$ cat src/hw/rtl/fpha_ram.sv
`timescale 1ns / 1ps

module fpha_ram #(
   parameter int unsigned DEPTH = 64,
   parameter int unsigned WIDTH = 41
) (
   input  logic                     clock,
   input  logic                     wr_en,
   input  logic [$clog2(DEPTH)-1:0] wr_addr,
   input  logic [WIDTH-1:0]         wr_data,
   input  logic [$clog2(DEPTH)-1:0] rd_addr,
   output logic [WIDTH-1:0]         rd_data
);

   logic [WIDTH-1:0] mem [DEPTH];
   logic [WIDTH-1:0] rd_data_ff;

   always_ff @(posedge clock) begin
      if (wr_en) begin
         mem[wr_addr] <= wr_data;
      end
      rd_data_ff <= mem[rd_addr];
   end

   assign rd_data = rd_data_ff;

endmodule

$ cat config.mk
export PLATFORM = sky130hd
export DESIGN_NAME = fpha_ram
export DESIGN_NICKNAME = d
export VERILOG_FILES = /design/src/hw/rtl/fpha_ram.sv
export SDC_FILE = /design/constraint.sdc
export NUM_CORES = 2
export LEC_CHECK = 0
export BUFFER_PORTS_ARGS = -buffer_cell sky130_fd_sc_hd__buf_2
export CORE_ASPECT_RATIO = 1.4
export CORE_MARGIN = 1.5
export CORE_UTILIZATION = 60
export CTS_BUF_LIST = sky130_fd_sc_hd__clkbuf_4 sky130_fd_sc_hd__clkbuf_8 sky130_fd_sc_hd__clkbuf_16
export DETAILED_ROUTE_END_ITERATION = 10
export PLACE_DENSITY = 0.75
export SETUP_SLACK_MARGIN = 0.02
export SLEW_MARGIN = 40
export SYNTH_ARGS = -nofsm -noshare
export SYNTH_HDL_FRONTEND = slang
export SYNTH_SLANG_ARGS = --single-unit
$ cat constraint.sdc
create_clock -name clock -period 5.8 [get_ports clock]
set_input_delay 1.16 -clock clock [delete_from_list [all_inputs] [get_ports clock]]
set_output_delay 1.16 -clock clock [all_outputs]
set_load 0.1 [all_outputs]
**Word level (Yosys, flattened, before mapping)**

Memory sizes are Yosys's and may differ from the RTL's. A register that Yosys moved wholly into a read port is not among the register bits.
Cells that the tools add are included.
Widths: inputs -> output; s select.

- Bits of input ports: 55
- Output and inout bits: 41
- Register bits after elaboration: 0
- Word-level logic and storage cells: 3
- Memory bits (writable): 2624
- Memories: 1

- Multiplexer cells: 2

Memory list:

| name | words | bits a word | read ports | clocked after Yosys merged registers in | wr ports | RTL line | source |
|---|---|---|---|---|---|---|---|
| mem | 64 | 41 | 1 | 1 | 1 | 15 | `logic [WIDTH-1:0] mem [DEPTH];` |

Operators by type and width:

| cell | number |
|---|---|
| $mux 1 | 2 |

**Depth between registers and ports, before layout**

- Depth after elaboration: 2
- Mapped depth: 9
- Gate-level depth less buffers: 5

**Worst setup path after synthesis**

Ideal clock, no wire load.

- Path kind: input -> register
- Start point: input port wr_addr[3]
- End point: memory mem[48][0], enable pin
- Setup time: 490 ps
- Path buffers: 1
- Slack: 847 ps
- Data required time: 5310 ps
- Stages on the path: 4
- Data arrival time: 4463 ps
- Cells stage by stage: clkbuf_1 nor2b_1 nand4b_1 nor3_1

RTL lines:

| element | RTL line | source |
|---|---|---|
| start, declared | 9 | `input logic [$clog2(DEPTH)-1:0] wr_addr,` |
| end, declared | 15 |  |

Straight into the memory's write port.

==> flow_summary_export.csv <==
group,metric,value,unit
clock_network,clock-root-buffer,"clkbuf_16",
detailed_routing,postRouteAntennaNets,0,
clock_network,cts_tree,"built",
setup_path,crit_type,"in2reg",
detailed_routing,drc,0,
clock_network,htreeDepth,4,
layout,fin_util,67.4,%
layout,area.growth.synth_to_final,11.7,%
timing,finalCritPeriodShare,60.4,%
logic_synthesis,synth.yosys.seq_area_share,79.5,%
die,io_pins,96,
layout,post-route-cell-area,112000,sq um
grt,globalRouteOverflowTotal,0,
place,dp.cells,6397,
die,fp.dieH,486,um
logic_synthesis,synth.avg_cell_area,23.7,sq um
clock_network,ctsHoldBuffers,0,
clock_network,cts.sinks,2665,
place,gp_congestion,0.808,
place,dp_hpwl,134000,um
detailed_routing,first_pass_iters,6,
layout,final_cell_mix,"edfxtp_1, mux4_2, clkbuf_16",
layout,stdcell_count,6809,
job,cap_violations,0,
setup_path,end_kind,"flop",
timing,clock.fmax,286,MHz
die,dieArea,169000,sq um
clock_network,post_cts_buffers,0,
logic_synthesis,ys_ff_latch,2665,
clock_network,clkLatencyLatePin,0.85,ns
logic_synthesis,synth_cells,4226,
die,fp.dieW,348,um
layout,nNetsFinal,4528,
pwr,totalPowerFinal,38.5,mW
timing,worst_pin_slew,0.927,ns
setup_path,crit_arrival,4.19,ns
status,status,"finished clean",
clock_network,numCtsBuffers,217,
timing,hold_viol,0,
detailed_routing,via_per_inst,7.03,
layout,final_layout_size_suffix_gt1_share,29.8,%
timing,clock_skew,0.0215,ns
grt,grt_pass1_wl,348000,um
place,dpl_cell_area,104000,sq um
layout,layout_commonest_cell,"edfxtp_1",
clock_network,clockBufferDepth,3,
grt,antenna_found_initial,18,
die,rows,177,
die,initial_core_util,60.4,%
logic_synthesis,ys_warn_count,0,
detailed_routing,wire_per_inst,35.7,um
pwr,ir_drop,0.000297,V
setup_path,cp-start-kind,"input pin",
die,core-area,166000,sq um
clock_network,cts_resized,0,
timing,setup_violations,0,
setup_path,cp_max_fo,47,
pwr,powerDensity,345,nW/um^2
worst_hold_path,hp-class,"in2reg",
detailed_routing,drt_iter0_drc,7346,
setup_path,required,6.49,ns
place,port_buffers,95,
timing,timing.final.max_slew_violations,0,
logic_synthesis,synth_nets,4281,
detailed_routing,vias,47800,
timing,finalCriticalPeriod,3.50,ns
clock_network,clk_pin_slew,0.06,ns
timing,fin_setup_tns,0,ns
timing,relSlewSlack,38.2,%
grt,grt_pass1_vias,48400,
logic_synthesis,netlist-cell-type-count,37,
pwr,p_leak,34.7,nW
grt,track_usage,29.1,%
logic_synthesis,syn_area,100000,sq um
detailed_routing,wirelength,243000,um
timing,rsz0062_at_grt,"false",
grt,grt_max_degree,97,
-- registers in the layout (all words and copies together) (netlist names) --
register / count
mem: 2624
rd_data: 41
-- where the power goes --
group	switching [mW]	internal, mW
clock	6.52	8.47
combinational	1.46	0.680
sequential	0.0864	21.3
-- per-layer routing --
metal  share of wire [%]  vias up  GRT usage (%)  wire length [um]
met2                  51     3231           48.0            123000
met4                 3.3       10           9.71              7950
li1                    -    18800              -                 -
met5               0.025        -              0                61
met3                  11      528           5.89             27200
met1                  35    25300           39.6             84800
-- logic make-up after synthesis --
logic type | synth area share, %
DFF | 79.5
muxes | 15.2
AOI/OAI and AO/OA | 2.96
and+or+nand+nor | 0.957
buffers and inverters | 1.34
-- metrics by stage --
step | hold WS, ns | setup WS (ns)
floorplan | 0.789 | 0.847
global placement | 0.854 | 1.48
detailed placement | 0.879 | 1.49
CTS | 0.798 | 2.37
global route | 0.847 | 2.26
finish | 0.826 | 2.30
-- synthesized netlist by cell type (all sizes together) --
master | n | area share [%]
a211o | 1 | 0.0088
a211oi | 11 | 0.082
a21oi | 67 | 0.33
a221oi | 72 | 0.64
a22o | 70 | 0.61
a22oi | 44 | 0.33
a311oi | 11 | 0.096
and2 | 4 | 0.025
buf | 157 | 1.0
clkbuf | 86 | 0.32
dfxtp | 41 | 0.82
edfxtp | 2624 | 79
mux2 | 5 | 0.056
mux2i | 44 | 0.44
mux4 | 654 | 15
nand2 | 17 | 0.064
nand2b | 8 | 0.050
nand3 | 14 | 0.070
nand3b | 5 | 0.037
nand4 | 3 | 0.019
nand4b | 1 | 0.0088
nor2 | 116 | 0.44
nor2b | 13 | 0.081
nor3 | 18 | 0.090
o21ai | 11 | 0.055
o221ai | 26 | 0.23
o22ai | 93 | 0.58
or2 | 3 | 0.019
or3 | 3 | 0.019
or3b | 4 | 0.035
-- critical path: stages --
cell and delay, ns:
buf_8 0.40, buf_12 0.42, buf_4 0.35, mux4_2 0.55, mux2_2 0.28, a21oi_1 0.69
nor3_1 0.14
-- worst paths after layout --
kind                         startpoint               endpoint  slack [ns]  depth (start not counted)
hold reg to reg   mem[30][36]$_DFFE_PP_    rd_data[36]$_DFF_P_        0.89                          3
hold / removal              wr_data[14]  mem[36][14]$_DFFE_PP_        0.83                          1
setup reg to reg  mem[38][38]$_DFFE_PP_    rd_data[38]$_DFF_P_        3.66                          5
setup / recovery             rd_addr[0]    rd_data[34]$_DFF_P_        2.30                          7
-- area by class of cell --
class	count	area (sq um)
clock buffer	293	6180
antenna	11	27.5
fill	9538	54100
timing repair buffer	271	2530
sequential	2665	79600
clock inverter	103	1080
multi-input combinational	1318	19700
tap	2148	2690
Note: power is estimated with default switching activity, not from simulation.
